### config.mk
export PLATFORM = sky130hd
export DESIGN_NAME = fsbm_ram
export DESIGN_NICKNAME = d
export VERILOG_FILES = /design/src/fsbm_ram.sv
export SDC_FILE = /design/constraint.sdc
export NUM_CORES = 2
export LEC_CHECK = 0
export BUFFER_PORTS_ARGS = -buffer_cell sky130_fd_sc_hd__buf_2
export CORE_MARGIN = 10
export CORE_UTILIZATION = 51
export CTS_CLUSTER_SIZE = 16
export DETAILED_ROUTE_END_ITERATION = 10
export PLACE_DENSITY = 0.66
export SLEW_MARGIN = 20
export SYNTH_ARGS = -nofsm -noshare
export SYNTH_HDL_FRONTEND = slang
export SYNTH_SLANG_ARGS = --single-unit
### constraint.sdc
create_clock -name clock -period 3.5 [get_ports clock]
set_clock_uncertainty 0.2 [all_clocks]
set_input_delay 0.35 -clock clock [delete_from_list [all_inputs] [get_ports clock]]
set_output_delay 0.35 -clock clock [all_outputs]
set_load 0.03 [all_outputs]
### src/fsbm_ram.sv
// Generic single-port RAM with registered read.
module fsbm_ram #(
   parameter int WIDTH = 8,
   parameter int DEPTH = 256
) (
   input  logic                     clock,
   input  logic                     we,
   input  logic [$clog2(DEPTH)-1:0] addr,
   input  logic [WIDTH-1:0]         wdata,
   output logic [WIDTH-1:0]         rdata
);
   logic [WIDTH-1:0] mem [DEPTH];
   logic [WIDTH-1:0] rdata_ff;

   always_ff @(posedge clock) begin
      if (we) mem[addr] <= wdata;
      rdata_ff <= mem[addr];
   end

   assign rdata = rdata_ff;
endmodule

==> impl_metrics.csv <==
group,metric,value,unit
cells_and_area,finalInstanceArea,90800,sq um
critical_path,rr_worst_depth,7,
floorplanning,die_area,170000,sq um
critical_path,r2r-end,"rdata[4]$_DFF_P_",
job,cap_violations,0,
floorplanning,core,152000,sq um
place,portBuffers,25,
critical_path,r2r_slack,0.48,ns
logic_synthesis,synth_nets,3565,
critical_path,end_kind,"flip-flop",
timing,timing.final.crit_share,86.2,%
logic_synthesis,ys_top_cells_by_count,"edfxtp_1, mux4_2, a22oi_1",
logic_synthesis,synth_cells,3547,
cts,cts_tree,"done",
routing,drt_iter0_drc,4936,
routing,via_count,38800,
cts,clockBufferDepth,3,
routing,antenna_left,0,
logic_synthesis,ys_ff_latch,2056,
timing,hold_viol,0,
logic_synthesis,ys_top_cells_by_area,"edfxtp_1, mux4_2, a22oi_1",
logic_synthesis,async_reset_ff_share,0,%
cts,clk_pin_slew_worst_paths,0.06,ns
worst_hold_path,hold_class,"in -> reg",
timing,maxSlewViolCount,0,
critical_path,start_kind,"flip-flop",
place,gp_congestion,0.827,
routing,route.detailed.drc,0,
cts,cts-root-buf,"clkbuf_16",
worst_hold_path,min_to,"mem[228][4]$_DFFE_PP_",
cts,cts_setup_buffers,0,
logic_synthesis,synthFlopType,"edfxtp_1",
routing,vias_per_cell,6.23,
floorplanning,placementRows,143,
place,dp.cells,5837,
timing,rsz0062_at_grt,"no",
pwr,power_leakage,28.5,nW
critical_path,max_stage_delay,0.57,ns
grt,overflow,0,
critical_path,path_max_fanout,1,
routing,totalWireLength,189000,um
cells_and_area,synthToLayoutAreaGrowth,15.7,%
cts,cts_max_level,4,
logic_synthesis,ys_types,22,
logic_synthesis,synth-edff-count,2048,
timing,setup_viol,0,
pwr,power_density,558,nW/um^2
critical_path,cp_slowest_cell,"dlygate4sd3_1",
timing,worstMarginPinSlew,1.10,ns
timing,maxSlewHeadroom,26.6,%
grt,grt_pass1_wl,278000,um
floorplanning,die_w,412,um
pwr,ir_drop,547,uV
critical_path,required,4.01,ns
logic_synthesis,netlist.top_cell.by_area,"edfxtp_1",
worst_hold_path,min_from,"we",
cts,cts_resized,0,
cts,numCtsBuffers,200,
grt,grtUsageTotal,22.4,%
cells_and_area,drive_above_1_share,30.7,%
timing,setup_slack,0.481,ns
cells_and_area,fill_cells,10700,
place,dpl.hpwl,116000,um
logic_synthesis,synth_top_area_share,78.3,%
grt,grt_max_degree,133,
logic_synthesis,syn_area,78500,sq um
logic_synthesis,yosysMostFrequentCell,"edfxtp_1",
cts,clock_latency,0.84,ns
timing,fin_setup_tns,0,ns
grt,antenna_found_initial,11,
timing,finalCriticalPeriod,3.02,ns
run_status,outcome,"complete, no violations",
worst_hold_path,min_path_cells,4,
logic_synthesis,yosysSeqAreaShare,78.6,%
cells_and_area,nets,4038,
timing,max_freq,331,MHz
cts,holdBufCountCts,11,
place,placed_area,84300,sq um
routing,wire_per_inst,30.4,um
floorplanning,pin_count,26,
critical_path,r2r_start,"mem[79][4]$_DFFE_PP_",
place,pre_cts_ws,-0.0993,ns
grt,grt_pass1_vias,39400,
cells_and_area,final_core_util,59.6,%
floorplanning,initial_utilization,51.5,%
floorplanning,die_height,412,um
logic_synthesis,synth.avg_cell_area,22.1,sq um
critical_path,critPathArrivalTime,3.53,ns
critical_path,crit_type,"reg -> reg",
cells_and_area,instances_no_fill,6218,
logic_synthesis,synth_warnings,0,
cts,numClockSinks,2056,
routing,drtPass1Iterations,5,
critical_path,crit_chain,"mux4_2, a22oi_1, a21oi_1, o41ai_1, buf_4, nand4_1, dlygate4sd3_1",
worst max-delay path, delay by kind of cell, from the launching register on:
kind | cells | cell delay, ns
AO/OA/AOI/OAI | 3 | 0.98
buffers and inverters | 2 | 0.80
multiplexers | 1 | 0.46
flip-flops | 1 | 0.35
AND/OR/NAND/NOR | 1 | 0.09
per-layer routing:
layer,vias to the layer above,track usage [%],wire length [um]
li1,16000,-,-
met1,20700,32.2,76900
met2,1694,34.8,90200
met3,323,4.86,16500
met4,16,6.51,5050
met5,-,0,106
per-stage QoR:
step / hold slack, ns / power [mW]
finish: 0.0656 / 50.7
detailed placement: 0.663 / 30.1
floorplan: 0.249 / 28.9
CTS: 0.0148 / 51.1
global route: 0.0859 / 52.2
global placement: 0.652 / 30.1
cell type report:
type | count | area, sq um | share of cell area, %
multi-input cells | 1258 | 15800 | 17.4
repair buffers | 503 | 4420 | 4.86
diodes | 2 | 5.00 | 0.00551
well taps | 2030 | 2540 | 2.80
flip-flops and latches | 2056 | 61700 | 67.9
clock inverters | 109 | 1130 | 1.25
clock buffers | 259 | 5310 | 5.84
inverters | 1 | 3.75 | 0.00413
cells in the final DEF, fill, tap and decap left out, types with 43 or more instances in the layout:
master,instances
clkinv_1,43
nor2_1,231
a22oi_1,256
clkbuf_1,54
buf_12,46
buf_4,421
clkbuf_16,203
mux4_2,512
a21oi_1,128
edfxtp_1,2048
power by group:
part           total [mW]  switching [mW]  internal, mW
sequential           27.2          0.0346          27.1
clock                21.1            9.04          12.1
combinational        2.42            1.52         0.892
sequential cells by signal (all words and copies together) (netlist names):
| signal | cells |
|---|---|
| mem | 2048 |
| rdata | 8 |
cell families (layout without fill, tap and decap cells):
| logic type | count (synthesis) | after routing | share of synthesized area, % |
|---|---|---|---|
| compound gates | 416 | 416 | 3.62 |
| flops | 2056 | 2056 | 78.6 |
| other cells | 0 | 2 | 0 |
| mux | 512 | 512 | 14.7 |
| simple gates | 330 | 330 | 1.73 |
| buf+inv | 233 | 872 | 1.40 |
worst max path at each step:
stage,from,end,slack [ns],cells past startpoint
6_report,mem[79][4]$_DFFE_PP_,rdata[4]$_DFF_P_,0.48,7
5_1_grt,mem[175][4]$_DFFE_PP_,rdata[4]$_DFF_P_,0.37,7
4_1_cts,mem[79][4]$_DFFE_PP_,rdata[4]$_DFF_P_,0.50,7
3_5_place_dp,addr[0],rdata[3]$_DFF_P_,-0.1,9
3_3_place_gp,addr[0],rdata[7]$_DFF_P_,-0.12,8
2_1_floorplan,addr[1],mem[111][0]$_DFFE_PP_,0.73,9
Note: power is estimated with default switching activity, not from simulation.
