--- config.mk ---
export PLATFORM = sky130hd
export DESIGN_NAME = fsbm_engine
export DESIGN_NICKNAME = d
export VERILOG_FILES = /design/src/fsbm_pkg.sv /design/src/fsbm_engine.sv
export SDC_FILE = /design/constraint.sdc
export NUM_CORES = 1
export LEC_CHECK = 0
export BUFFER_PORTS_ARGS = -buffer_cell sky130_fd_sc_hd__buf_2
export CAP_MARGIN = 25
export CORE_MARGIN = 2
export CORE_UTILIZATION = 53
export DETAILED_ROUTE_END_ITERATION = 12
export HOLD_SLACK_MARGIN = 0.05
export PLACE_DENSITY = 0.85
export SKIP_LAST_GASP = 1
export SLEW_MARGIN = 40
export SYNTH_ARGS = -nofsm -noshare
export SYNTH_HDL_FRONTEND = slang
export SYNTH_SLANG_ARGS = --single-unit
--- constraint.sdc ---
create_clock -name clock -period 4.5 [get_ports clock]
set_clock_uncertainty 0.2 [all_clocks]
set_input_delay 0.675 -clock clock [delete_from_list [all_inputs] [get_ports clock]]
set_output_delay 0.675 -clock clock [all_outputs]
set_load 0.05 [all_outputs]
--- src/fsbm_pkg.sv ---
// Shared constants, types and helpers of the full-search block matcher.
package fsbm_pkg;

   localparam int MAX_BLOCK_DIM  = 64;
   localparam int MAX_SEARCH_DIM = 64;
   localparam int REF_ROWS       = 256;
   localparam int REF_COLS       = 128;

   localparam int CFG_W  = 7;
   localparam int KIND_W = 2;
   localparam int ROW_W  = 8;
   localparam int COL_W  = 7;
   localparam int PIX_W  = 8;
   localparam int SAD_W  = 24;
   localparam int OFF_W  = 6;
   localparam int CSR_IDX_W = 3;
   localparam int GROUP_BIT = 3;

   localparam int BDIM_W = $clog2(MAX_BLOCK_DIM + 1);
   localparam int SDIM_W = $clog2(MAX_SEARCH_DIM + 1);
   localparam int BCNT_W = $clog2(MAX_BLOCK_DIM);
   localparam int SCNT_W = (MAX_SEARCH_DIM > 1) ? $clog2(MAX_SEARCH_DIM) : 1;
   localparam int SRC_DEPTH = MAX_BLOCK_DIM * MAX_BLOCK_DIM;
   localparam int SRC_AW = $clog2(SRC_DEPTH);
   localparam int REF_DEPTH = REF_ROWS * REF_COLS;
   localparam int REF_AW = $clog2(REF_DEPTH);
   localparam int RROW_W = $clog2(MAX_SEARCH_DIM + 2 * MAX_BLOCK_DIM);
   localparam int RCOL_W = $clog2(MAX_SEARCH_DIM + MAX_BLOCK_DIM);

   localparam logic [SAD_W-1:0] COST_INIT = 24'hFFFFFF;

   localparam logic [CSR_IDX_W-1:0] REG_BLOCK_WIDTH   = 3'd0;
   localparam logic [CSR_IDX_W-1:0] REG_BLOCK_HEIGHT  = 3'd1;
   localparam logic [CSR_IDX_W-1:0] REG_SEARCH_WIDTH  = 3'd2;
   localparam logic [CSR_IDX_W-1:0] REG_SEARCH_HEIGHT = 3'd3;
   localparam logic [CSR_IDX_W-1:0] REG_SPARSE_MODE   = 3'd4;
   localparam logic [CSR_IDX_W-1:0] REG_ROW_STEP      = 3'd5;

   typedef enum logic [KIND_W-1:0] {
      KIND_SRC   = 2'd0,
      KIND_REF   = 2'd1,
      KIND_START = 2'd2,
      KIND_NONE  = 2'd3
   } kind_type;

   typedef enum logic [1:0] {
      ST_IDLE,
      ST_SCAN,
      ST_DRAIN,
      ST_DONE
   } eng_state_type;

   typedef struct packed {
      logic [BDIM_W-1:0] bw;
      logic [BDIM_W-1:0] bh;
      logic [SDIM_W-1:0] sw;
      logic [SDIM_W-1:0] sh;
      logic              sparse;
      logic              step2;
   } cfg_type;

   typedef struct packed {
      logic [SAD_W-1:0] sad;
      logic [OFF_W-1:0] x;
      logic [OFF_W-1:0] y;
   } res_type;

   function automatic logic [BDIM_W-1:0] clamp_block(input logic [CFG_W-1:0] v);
      logic [BDIM_W-1:0] r;
      if (v == '0) r = BDIM_W'(1);
      else if (int'(v) > MAX_BLOCK_DIM) r = BDIM_W'(MAX_BLOCK_DIM);
      else r = BDIM_W'(v);
      return r;
   endfunction

   function automatic logic [SDIM_W-1:0] clamp_search(input logic [CFG_W-1:0] v);
      logic [SDIM_W-1:0] r;
      if (v == '0) r = SDIM_W'(1);
      else if (int'(v) > MAX_SEARCH_DIM) r = SDIM_W'(MAX_SEARCH_DIM);
      else r = SDIM_W'(v);
      return r;
   endfunction

endpackage

--- src/fsbm_engine.sv ---
// Search sequencer: offset and pixel counters, SAD accumulator, best tracker.
module fsbm_engine (
   input  logic                          clock,
   input  logic                          reset,
   input  logic                          start,
   input  fsbm_pkg::cfg_type             cfg,
   output logic                          busy,
   output logic [fsbm_pkg::SRC_AW-1:0]   src_addr,
   output logic [fsbm_pkg::REF_AW-1:0]   ref_addr,
   input  logic [fsbm_pkg::PIX_W-1:0]    src_data,
   input  logic [fsbm_pkg::PIX_W-1:0]    ref_data,
   output logic                          res_valid,
   input  logic                          res_ready,
   output fsbm_pkg::res_type             res
);
   fsbm_pkg::eng_state_type state_ff, state_in;

   logic [fsbm_pkg::BCNT_W-1:0] x_ff, x_in, y_ff, y_in;
   logic [fsbm_pkg::SCNT_W-1:0] sx_ff, sx_in, sy_ff, sy_in;
   logic p1_valid_ff, p1_valid_in, p1_last_ff, p1_last_in, p1_oob_ff, p1_oob_in;
   logic [fsbm_pkg::SCNT_W-1:0] p1_sx_ff, p1_sx_in, p1_sy_ff, p1_sy_in;
   logic [fsbm_pkg::SAD_W-1:0] acc_ff, acc_in;
   logic cmp_valid_ff, cmp_valid_in;
   logic [fsbm_pkg::SAD_W-1:0] sad_ff, sad_in;
   logic [fsbm_pkg::SCNT_W-1:0] cmp_sx_ff, cmp_sx_in, cmp_sy_ff, cmp_sy_in;
   logic [fsbm_pkg::SAD_W-1:0] best_cost_ff, best_cost_in;
   logic [fsbm_pkg::OFF_W-1:0] best_x_ff, best_x_in, best_y_ff, best_y_in;

   logic [31:0] sx_ext;
   logic skip, last_x, last_y, last_pix, last_sx, last_sy;
   logic [fsbm_pkg::RROW_W-1:0] rrow;
   logic [fsbm_pkg::RCOL_W-1:0] rcol;
   logic [fsbm_pkg::PIX_W-1:0] rpix, diff;
   logic [fsbm_pkg::SAD_W-1:0] sum;

   always_comb begin
      sx_ext   = 32'(sx_ff);
      skip     = cfg.sparse && (sx_ext[fsbm_pkg::GROUP_BIT] != sy_ff[0]);
      last_x   = fsbm_pkg::BDIM_W'(x_ff) == cfg.bw - fsbm_pkg::BDIM_W'(1);
      last_y   = fsbm_pkg::BDIM_W'(y_ff) == cfg.bh - fsbm_pkg::BDIM_W'(1);
      last_pix = last_x && last_y;
      last_sx  = fsbm_pkg::SDIM_W'(sx_ff) == cfg.sw - fsbm_pkg::SDIM_W'(1);
      last_sy  = fsbm_pkg::SDIM_W'(sy_ff) == cfg.sh - fsbm_pkg::SDIM_W'(1);
      rrow = fsbm_pkg::RROW_W'(sy_ff) + (cfg.step2 ? fsbm_pkg::RROW_W'({y_ff, 1'b0})
                                                  : fsbm_pkg::RROW_W'(y_ff));
      rcol = fsbm_pkg::RCOL_W'(sx_ff) + fsbm_pkg::RCOL_W'(x_ff);
      src_addr = fsbm_pkg::SRC_AW'(int'(y_ff) * fsbm_pkg::MAX_BLOCK_DIM + int'(x_ff));
      ref_addr = fsbm_pkg::REF_AW'(int'(rrow) * fsbm_pkg::REF_COLS + int'(rcol));
      rpix = p1_oob_ff ? '0 : ref_data;
      diff = (src_data > rpix) ? src_data - rpix : rpix - src_data;
      sum  = acc_ff + fsbm_pkg::SAD_W'(diff);
   end

   always_comb begin
      state_in    = state_ff;
      x_in = x_ff;  y_in = y_ff;  sx_in = sx_ff;  sy_in = sy_ff;
      p1_valid_in = 1'b0;
      p1_last_in  = last_pix;
      p1_oob_in   = (int'(rrow) >= fsbm_pkg::REF_ROWS) || (int'(rcol) >= fsbm_pkg::REF_COLS);
      p1_sx_in    = sx_ff;
      p1_sy_in    = sy_ff;
      busy        = state_ff != fsbm_pkg::ST_IDLE;
      res_valid   = 1'b0;
      unique case (state_ff)
         fsbm_pkg::ST_IDLE: begin
            if (start) begin
               state_in = fsbm_pkg::ST_SCAN;
               x_in = '0;  y_in = '0;  sx_in = '0;  sy_in = '0;
            end
         end
         fsbm_pkg::ST_SCAN: begin
            if (!skip) begin
               p1_valid_in = 1'b1;
               if (last_x) begin
                  x_in = '0;
                  y_in = last_y ? '0 : y_ff + 1'b1;
               end else begin
                  x_in = x_ff + 1'b1;
               end
            end
            if (skip || last_pix) begin
               if (last_sx) begin
                  sx_in = '0;
                  if (last_sy) state_in = fsbm_pkg::ST_DRAIN;
                  else sy_in = sy_ff + 1'b1;
               end else begin
                  sx_in = sx_ff + 1'b1;
               end
            end
         end
         fsbm_pkg::ST_DRAIN: begin
            if (!p1_valid_ff && !cmp_valid_ff) state_in = fsbm_pkg::ST_DONE;
         end
         fsbm_pkg::ST_DONE: begin
            res_valid = 1'b1;
            if (res_ready) state_in = fsbm_pkg::ST_IDLE;
         end
         default: state_in = fsbm_pkg::ST_IDLE;
      endcase
   end

   always_comb begin
      acc_in       = acc_ff;
      cmp_valid_in = 1'b0;
      sad_in       = sum;
      cmp_sx_in    = p1_sx_ff;
      cmp_sy_in    = p1_sy_ff;
      if (p1_valid_ff) begin
         acc_in       = p1_last_ff ? '0 : sum;
         cmp_valid_in = p1_last_ff;
      end
      if (start && !busy) acc_in = '0;
      best_cost_in = best_cost_ff;
      best_x_in    = best_x_ff;
      best_y_in    = best_y_ff;
      if (start && !busy) begin
         best_cost_in = fsbm_pkg::COST_INIT;
      end else if (cmp_valid_ff && sad_ff < best_cost_ff) begin
         best_cost_in = sad_ff;
         best_x_in    = fsbm_pkg::OFF_W'(cmp_sx_ff);
         best_y_in    = fsbm_pkg::OFF_W'(cmp_sy_ff);
      end
   end

   always_ff @(posedge clock) begin
      if (reset) begin
         state_ff     <= fsbm_pkg::ST_IDLE;
         p1_valid_ff  <= 1'b0;
         cmp_valid_ff <= 1'b0;
         best_cost_ff <= fsbm_pkg::COST_INIT;
         best_x_ff    <= '0;
         best_y_ff    <= '0;
      end else begin
         state_ff     <= state_in;
         p1_valid_ff  <= p1_valid_in;
         cmp_valid_ff <= cmp_valid_in;
         best_cost_ff <= best_cost_in;
         best_x_ff    <= best_x_in;
         best_y_ff    <= best_y_in;
      end
   end

   always_ff @(posedge clock) begin
      x_ff      <= x_in;
      y_ff      <= y_in;
      sx_ff     <= sx_in;
      sy_ff     <= sy_in;
      p1_last_ff <= p1_last_in;
      p1_oob_ff <= p1_oob_in;
      p1_sx_ff  <= p1_sx_in;
      p1_sy_ff  <= p1_sy_in;
      acc_ff    <= acc_in;
      sad_ff    <= sad_in;
      cmp_sx_ff <= cmp_sx_in;
      cmp_sy_ff <= cmp_sy_in;
   end

   assign res.sad = best_cost_ff;
   assign res.x   = best_x_ff;
   assign res.y   = best_y_ff;
endmodule

==> impl_metrics.tcl <==
set metrics [dict create \
    vias 6515 \
    initial_core_util_pct 53.8 \
    cts_tree "yes" \
    netlist_top_cells_count "113 x dfxtp_1, 108 x nor2_1, 78 x inv_1" \
    critPathKind "input pin to flip-flop" \
    synth_nets 1009 \
    cts.sinks 137 \
    cts_root_buffer "clkbuf_16" \
    synthTopCellsByArea "dfxtp_1 28%, ha_1 11%, edfxtp_1 8.9%, xnor2_1 5.8%, mux2i_1 5.4%" \
    tightest_slew_ps 655 \
    fp.dieArea_mm2 0.0163 \
    grt.overflow.total 0 \
    path_cells "buf_2 -> inv_1 -> ha_1 -> inv_1 -> fa_1 -> a21o_1 -> a21oi_1 -> o21ba_2 -> a21oi_2 -> mux2i_1 -> a31oi_1 -> xnor2_1 -> ha_1 -> o21a_1 -> o21ai_0 -> a31oi_1 -> or2_2 -> a311o_1 -> a21oi_1" \
    maxCapViolCount 0 \
    antenna_found_initial 1 \
    top_regs "acc_ff x24, best_cost_ff x24, sad_ff x24" \
    slowest_delay_ps 400 \
    finalWirelength_um 17000 \
    rsz0062_at_grt "false" \
    clock_latency_ps 420 \
    num_rows 45 \
    die_h_um 128 \
    irDropWorstVdd_uv 848 \
    yosysTopAreaCellShare_pct 27.8 \
    yosysWarnings 0 \
    via_per_inst 5.40 \
    syn-mean-instance-area_um2 9.21 \
    grt_pass1_wl_um 28300 \
    reg2reg_to "best_cost_ff[0]$_SDFFE_PP1P_" \
    period_needed_ps 4230 \
    power-per-cell-area_mw_per_mm2 648 \
    endpoint "acc_ff[20]$_SDFFE_PP0P_" \
    wire_per_inst_um 14.1 \
    synth-seq-area-share_pct 36.7 \
    cts_setup_buffers 0 \
    ff2ff_setup_slack_ps 1310 \
    p_leak_nw 4.40 \
    hpwl_um 12500 \
    syn_to_final_growth_pct 16.9 \
    worst_slack_ps 272 \
    drt_iter0_markers 315 \
    outcome "finished, final reports clean" \
    synth_area_leader_cell "dfxtp_1" \
    yosys_register_bits 137 \
    drc 0 \
    drive_above_1_share_pct 18.2 \
    r2r_cells 9 \
    cts-buffers-inserted 17 \
    cts_buffer_depth 2 \
    final_area_mm2 0.00950 \
    grt_max_degree 49 \
    ys.flop_type "dfxtp_1" \
    hold_violations 0 \
    place_area_mm2 0.00891 \
    die_w_um 128 \
    yosysMostFrequentCell "dfxtp_1" \
    critPathLaunchType "input pin" \
    ios 115 \
    setup_violations 0 \
    max_slew_margin_pct 56.1 \
    slowest_stage "fa_1" \
    slew_viol_final 0 \
    hold_path.class "flip-flop to flip-flop" \
    drtPass1Iterations 4 \
    path_clk_slew_ps 60 \
    setup.worst_path.start "src_data[0]" \
    grt_pass1_vias 6177 \
    required_ps 4650 \
    final_antenna_net_count 0 \
    finalCritPeriodShare_pct 94.0 \
    max_clock_freq_ghz 0.237 \
    finalWeightedCongestion 0.922 \
    cp_max_fo 9 \
    port_buffers 114 \
    h-tree-depth 4 \
    cp-end-kind "flip-flop" \
    fillers 1276 \
    post-place-ws_ps -119 \
    ys_async_sr_fraction_pct 0 \
    grtUsageTotal_pct 21.3 \
    synth_edf_count 24 \
    arrival_ps 4370 \
    synth_area_mm2 0.00813 \
    r2r_start "best_cost_ff[5]$_SDFFE_PP1P_" \
    core_area_mm2 0.0151 \
    min-delay-start "cmp_sx_in[2]$_DFF_P_" \
    ys_types 69 \
    nets 1132 \
    syn_inst 882 \
]
==> cells by family after synthesis <==
family	count (synthesis)	share of synthesized area, %
AOI/OAI and AO/OA	138	11.7
xor gates and xnor gates	87	9.59
adders and majority gates	77	12.3
buffers and inverters	105	5.33
DFF	137	36.7
muxes	51	6.39
and+or+nand+nor	287	17.9
==> layout by cell type, fill, tap and decap left out, types with 6 or more instances in the layout <==
cell type  netlist  routed
mux2i_1         44      44
buf_4            0      14
nand2b_1        32      32
o21ai_0         19      19
ha_1            72      72
buf_2            5     114
edfxtp_1        24      24
and2_1          11      11
dfxtp_1        113     113
and3_1           9       9
or3_1            6       6
mux2_2           7       7
inv_1           78      78
a31oi_1         10      10
nand4_1          8       8
clkbuf_16        0      17
a21o_1          21      20
xnor2_1         54      54
nor2_1         108     108
xor2_1          32      32
nor3_1          14      14
nor2b_1         17      17
nand3_1         28      28
a21oi_1         39      39
nand2_1         32      32
==> routing by layer <==
metal	track usage [%]	part of all wire (%)	routed length [um]	vias to the layer above
li1	-	-	-	3262
met1	26.4	45	7640	3060
met2	36.4	49	8270	168
met3	4.97	4.7	794	25
met4	7.30	1.8	304	0
met5	0	0	0	-
==> power by group <==
| group | leakage, nW | internal, mW | switching, mW | total (mW) |
|---|---|---|---|---|
| registers | 1.17 | 1.64 | 0.347 | 1.99 |
| clock network | 0.262 | 0.769 | 0.559 | 1.33 |
| logic | 2.97 | 0.958 | 1.88 | 2.84 |
| total | 4.40 | 3.37 | 2.79 | 6.15 |
==> through the flow <==
stage               std cells  TNS (ps)  hold slack (ps)  utilization [%]  power [mW]
CTS                      1205         0              126             62.9        6.17
floorplan                 882         0              110                -        4.18
finish                   1207         0              125             63.0        6.15
global route             1207         0              133             63.0        6.51
detailed placement       1173      -465              112             59.1        4.82
global placement         1172         0              111             59.0        4.75
==> cell type report <==
cell class | instances | area (um2) | share of cell area (%)
Clock inverter | 15 | 144 | 1.51
Inverter | 79 | 297 | 3.12
Multi-Input combinational cell | 640 | 4710 | 49.6
Sequential cell | 137 | 2980 | 31.4
Antenna cell | 1 | 2.50 | 0.0263
Timing Repair Buffer | 130 | 702 | 7.39
Tap cell | 188 | 235 | 2.48
Clock buffer | 17 | 425 | 4.48
==> how the worst min path moves through the flow <==
| stage | endpoint | slack, ps | cells after the start |
|---|---|---|---|
| after global placement | cmp_sx_ff[3]$_DFF_P_ | 110 | 0 |
| after detailed placement | cmp_sx_ff[3]$_DFF_P_ | 110 | 0 |
| after floorplan | cmp_sx_ff[0]$_DFF_P_ | 110 | 0 |
| after global routing | cmp_sx_ff[5]$_DFF_P_ | 130 | 0 |
| final | cmp_sx_ff[2]$_DFF_P_ | 120 | 0 |
| after CTS | cmp_sx_ff[3]$_DFF_P_ | 130 | 0 |
==> what timing repair did <==
action	4_1_cts	5_1_grt
endpoints found under the setup margin	0	2
hold buffers	0	0
gates resized for setup	0	1
endpoints found under the hold margin	0	0
==> critical path, delay by kind of cell <==
family / cells / cell delay, ps
and+or+nand+nor: 1 / 370
adders and majority gates: 3 / 830
xor gates and xnor gates: 1 / 140
AOI/OAI and AO/OA: 10 / 1840
buffers and inverters: 3 / 210
muxes: 1 / 300
No activity file was read; power rests on OpenSTA's default activity.
